`src/rtl/rau_pkg.sv`:
```
`timescale 1ns / 1ps
// ----------------------------------------------------------------------------
// Rational arithmetic unit package
// Item types, operation and status codes shared by the front, back and top.
// ----------------------------------------------------------------------------
package rau_pkg;

	localparam logic [1:0] OP_ADD = 2'd0;
	localparam logic [1:0] OP_SUB = 2'd1;
	localparam logic [1:0] OP_MUL = 2'd2;
	localparam logic [1:0] OP_DIV = 2'd3;

	localparam logic [1:0] ST_OK   = 2'd0;
	localparam logic [1:0] ST_ZDIV = 2'd1;
	localparam logic [1:0] ST_OVF  = 2'd2;

	localparam logic signed [63:0] I64_MIN = {1'b1, 63'd0};

	typedef struct packed {
		logic [1:0]         req_type;
		logic signed [31:0] a_num;
		logic signed [31:0] a_den;
		logic signed [31:0] b_num;
		logic signed [31:0] b_den;
	} rau_in_t;

	typedef struct packed {
		logic signed [31:0] res_num;
		logic signed [31:0] res_den;
		logic [1:0]         status;
	} rau_out_t;

	// Classified item as it waits in the queue between front and back.
	typedef struct packed {
		logic [1:0]         op;
		logic               zden;
		logic signed [31:0] an;
		logic signed [31:0] ad;
		logic signed [31:0] bn;
		logic signed [31:0] bd;
	} rau_job_t;

	typedef struct packed {
		logic               start;
		logic signed [63:0] dividend;
		logic signed [63:0] divisor;
	} rau_div_req_t;

	typedef struct packed {
		logic               done;
		logic signed [63:0] quo;
		logic signed [63:0] rem;
	} rau_div_rsp_t;

endpackage

```
`src/rtl/rau_front.sv`:
```
`timescale 1ns / 1ps
// ----------------------------------------------------------------------------
// Rational arithmetic unit front end
// Accepts items, sign-extends the operands, flags zero denominators for
// add and subtract, and holds classified items in a two-entry queue.
// ----------------------------------------------------------------------------
module rau_front #(
	parameter int WIDTH = 32
) (
	input  logic              clk,
	input  logic              arst_n,
	input  logic              start,
	output logic              busy,
	input  rau_pkg::rau_in_t  req,
	output logic              job_valid,
	output rau_pkg::rau_job_t job,
	input  logic              job_take
);
	import rau_pkg::*;

	localparam int SH = 32 - WIDTH;

	function automatic logic signed [31:0] sx(input logic signed [31:0] v);
		return (v <<< SH) >>> SH;
	endfunction

	rau_job_t   fifo_q [2];
	logic       wp_q;
	logic       rp_q;
	logic [1:0] cnt_q;
	logic       push;
	rau_job_t   nj;

	assign busy      = (cnt_q == 2'd2);
	assign push      = start && !busy;
	assign job_valid = (cnt_q != 2'd0);
	assign job       = fifo_q[rp_q];

	always_comb begin
		nj.op   = req.req_type;
		nj.an   = sx(req.a_num);
		nj.ad   = sx(req.a_den);
		nj.bn   = sx(req.b_num);
		nj.bd   = sx(req.b_den);
		nj.zden = ((req.req_type == OP_ADD) || (req.req_type == OP_SUB)) &&
			((nj.ad == 32'sd0) || (nj.bd == 32'sd0));
	end

	always_ff @(posedge clk) begin
		if (push) begin
			fifo_q[wp_q] <= nj;
		end
	end

	always_ff @(posedge clk or negedge arst_n) begin
		if (!arst_n) begin
			wp_q  <= 1'b0;
			rp_q  <= 1'b0;
			cnt_q <= 2'd0;
		end else begin
			if (push) begin
				wp_q <= ~wp_q;
			end
			if (job_take) begin
				rp_q <= ~rp_q;
			end
			cnt_q <= cnt_q + 2'(push) - 2'(job_take);
		end
	end

endmodule

```
`config.mk`:
```
export PLATFORM = sky130hd
export DESIGN_NAME = rau_front
export DESIGN_NICKNAME = d
export VERILOG_FILES = /design/src/rtl/rau_pkg.sv /design/src/rtl/rau_front.sv
export SDC_FILE = /design/constraint.sdc
export NUM_CORES = 1
export LEC_CHECK = 0
export BUFFER_PORTS_ARGS = -buffer_cell sky130_fd_sc_hd__buf_2
export CAP_MARGIN = 20
export CORE_UTILIZATION = 52
export CTS_CLUSTER_DIAMETER = 80
export DETAILED_ROUTE_END_ITERATION = 10
export PLACE_DENSITY = 0.79
export SLEW_MARGIN = 20
export SYNTH_ARGS = -nofsm -noshare
export SYNTH_HDL_FRONTEND = slang
export SYNTH_SLANG_ARGS = --single-unit
export TNS_END_PERCENT = 5
```
`constraint.sdc`:
```
create_clock -name clk -period 8.86 [get_ports clk]
set_input_delay 1.772 -clock clk [delete_from_list [all_inputs] [get_ports clk]]
set_output_delay 1.772 -clock clk [all_outputs]
set_load 0.05 [all_outputs]
```
==> reports/results.ini <==
[status]
status=completed

[synth]
synthAdderAreaFrac_pct=0.2474
synthTopCellsByArea=edfxtp_1, mux2_4, mux2_2
synth.largest_area_cell=edfxtp_1
syn_area_per_cell_um2=22.63
syn_nets=583
synth.mux.area_fraction_pct=17.55
ys_seq_elements=266
synth-simple-area-share_pct=1.534
synth_xor_area_share_pct=0.3463
synth_top_family_by_area=multiplexers
yosys_warnings=0
netlist_area_mm2=0.01012
ys_seq_area_share_pct=78.76
postSynthCellCount=447
yosysUniqueCellTypes=19
yosys.area.top_type_share_pct=77.77
synth_compound_area_share_pct=0.08658

[critical_path]
path_buf_inv=2
crit_path_cell_trace=buf_4, mux2_4, buf_2
slowest_stage=buf_4
cp_data_required_time_ns=7.09
cp_max_fo=59
max_stage_delay_ns=0.91
end_kind=output pin
rr_startpoint=cnt_q[0]
cp.arrival_ns=2.78
critPathKind=reg -> out
critical_path.top_delay_family=buffers and inverters
startpoint_type=flop
critPathLaunch=rp_q

[sta]
post-route-period-util_pct=51.33
fmax_mhz=219.9
hold_viol_final=0
setup-tns-final_ns=0
relSlewSlack_pct=28.03
final_max_slew_viol_count=0
fin_crit_ns=4.548
rsz0062_at_grt=false
finalSetupViolCount=0
tightestPinTransition_ns=1.080
fin_ws_ns=4.312
skew_ns=0.008636

[detailed_routing]
ant_nets=0
vias=5177
drcViolationCount=0
drtIter0Drc=203
routedWlPerCell_um=19.07
first_pass_iters=5
routed_via_density=5.136
wirelength_mm=19.22

[cells_and_area]
antenna_cells=0
mostFrequentLayoutCells=buf_2, edfxtp_1, mux2_4, mux2_2, clkbuf_16
fin_util_pct=66.17
drive_gt1_share_pct=58.82
fin_nets=867
area_delta_synth_final_pct=23.59
final_cells=1008
final_common_cell=buf_2

[pwr]
power_density_mw_per_mm2=396.0
p_leak_nw=4.866
p_total_w=0.004950
ir_drop_mv=0.3866

[clocking]
ctsHoldBuffers=0
cts_tree=done
root_buffer=clkbuf_16
h-tree-depth=1
clk_pin_slew_ns=0.06
insertion_delay_ns=0.51
numCtsBuffers=26
clock-sinks=266
cts_setup_buffers=0
clk_path_buf_depth=3
cts_resized=0

[die]
io_pins=267
dieArea_mm2=0.02002
die_h_um=141.5
core_region_area_mm2=0.01889
start_util_pct=53.54
rows=50
die_w_um=141.5

[global_routing]
grt_pass1_vias=5283
grt_antenna_before_repair=0
grt_pass1_wl_mm=28.39
globalRouteOverflowTotal=0
grt_use_total_pct=18.61
grt_max_degree=75

[placed_design]
dpl.hpwl_mm=12.91
place_congestion=0.7584
place_ws_ns=4.333
dp.cells=962
portBuffers=266

[worst_hold_path]
hold_class=reg -> reg
min_from=cnt_q[0]

[flow_run]
maxCapViolCount=0

## final timing paths
check	to	slack, ns	cells after the start
setup / recovery	job[107]	4.31	3
hold / removal	cnt_q[0]	0.55	1
setup reg to reg	fifo_q[1][73]	6.23	3
hold reg to reg	cnt_q[0]	0.55	1
max in group asynchronous	rp_q	7.67	1
min in group asynchronous	cnt_q[0]	1.05	1
## per-layer routing
metal | vias up | part of all wire [%] | GRT usage, %
met5 | - | 0 | 0
met4 | 0 | 1.5 | 4.641
met3 | 24 | 9.1 | 5.434
met2 | 218 | 50 | 32.57
met1 | 2567 | 39 | 22.75
li1 | 2368 | - | -
## registers in the layout (all words and copies together), names as in the netlist
| name | cells |
|---|---|
| wp_q | 1 |
| rp_q | 1 |
| fifo_q | 262 |
| cnt_q | 2 |
## power by group
part           internal, W  switching, W  total, W
Combinational     0.000628       0.00147   0.00210
Clock             0.000600      0.000427   0.00103
Sequential         0.00173     0.0000979   0.00182
Total              0.00295       0.00200   0.00495
## final cells by class
cell class              instances  area (µm²)
repair buffers                271        1389
flip-flops and latches        266        7971
clock inverters                 8       63.81
clock buffers                  37       733.2
multi-input cells             164        2012
inverters                       2       7.507
fillers                      1305        6391
well taps                     260       325.3
## synthesized netlist by cell type
cell type    n
buf_2        5
nand4_1      4
mux2_4      80
mux2_2      51
inv_1        2
dfrtp_1      4
nor4_1      16
ha_1         2
buf_6        9
and3_1       1
o22a_1       1
buf_8        1
nand2b_1     1
nor2_1       2
edfxtp_1   262
nand2_1      1
xnor2_1      3
xor2_1       1
or2_2        1
## logic make-up after synthesis
family | after synthesis
compound gates | 1
buf+inv | 17
flops | 266
mux | 131
xor+xnor | 4
simple gates | 26
fa+ha+maj | 2
## through the flow
| stage | instance area (µm²) | hold slack [ns] |
|---|---|---|
| 3_3_place_gp | 11680 | 0.4971 |
| 5_1_grt | 12500 | 0.5690 |
| 6_report | 12500 | 0.5452 |
| 3_5_place_dp | 11680 | 0.5413 |
| 4_1_cts | 12470 | 0.5581 |
| 2_1_floorplan | 10120 | 0.4604 |
No activity file was read; power rests on OpenSTA's default activity.
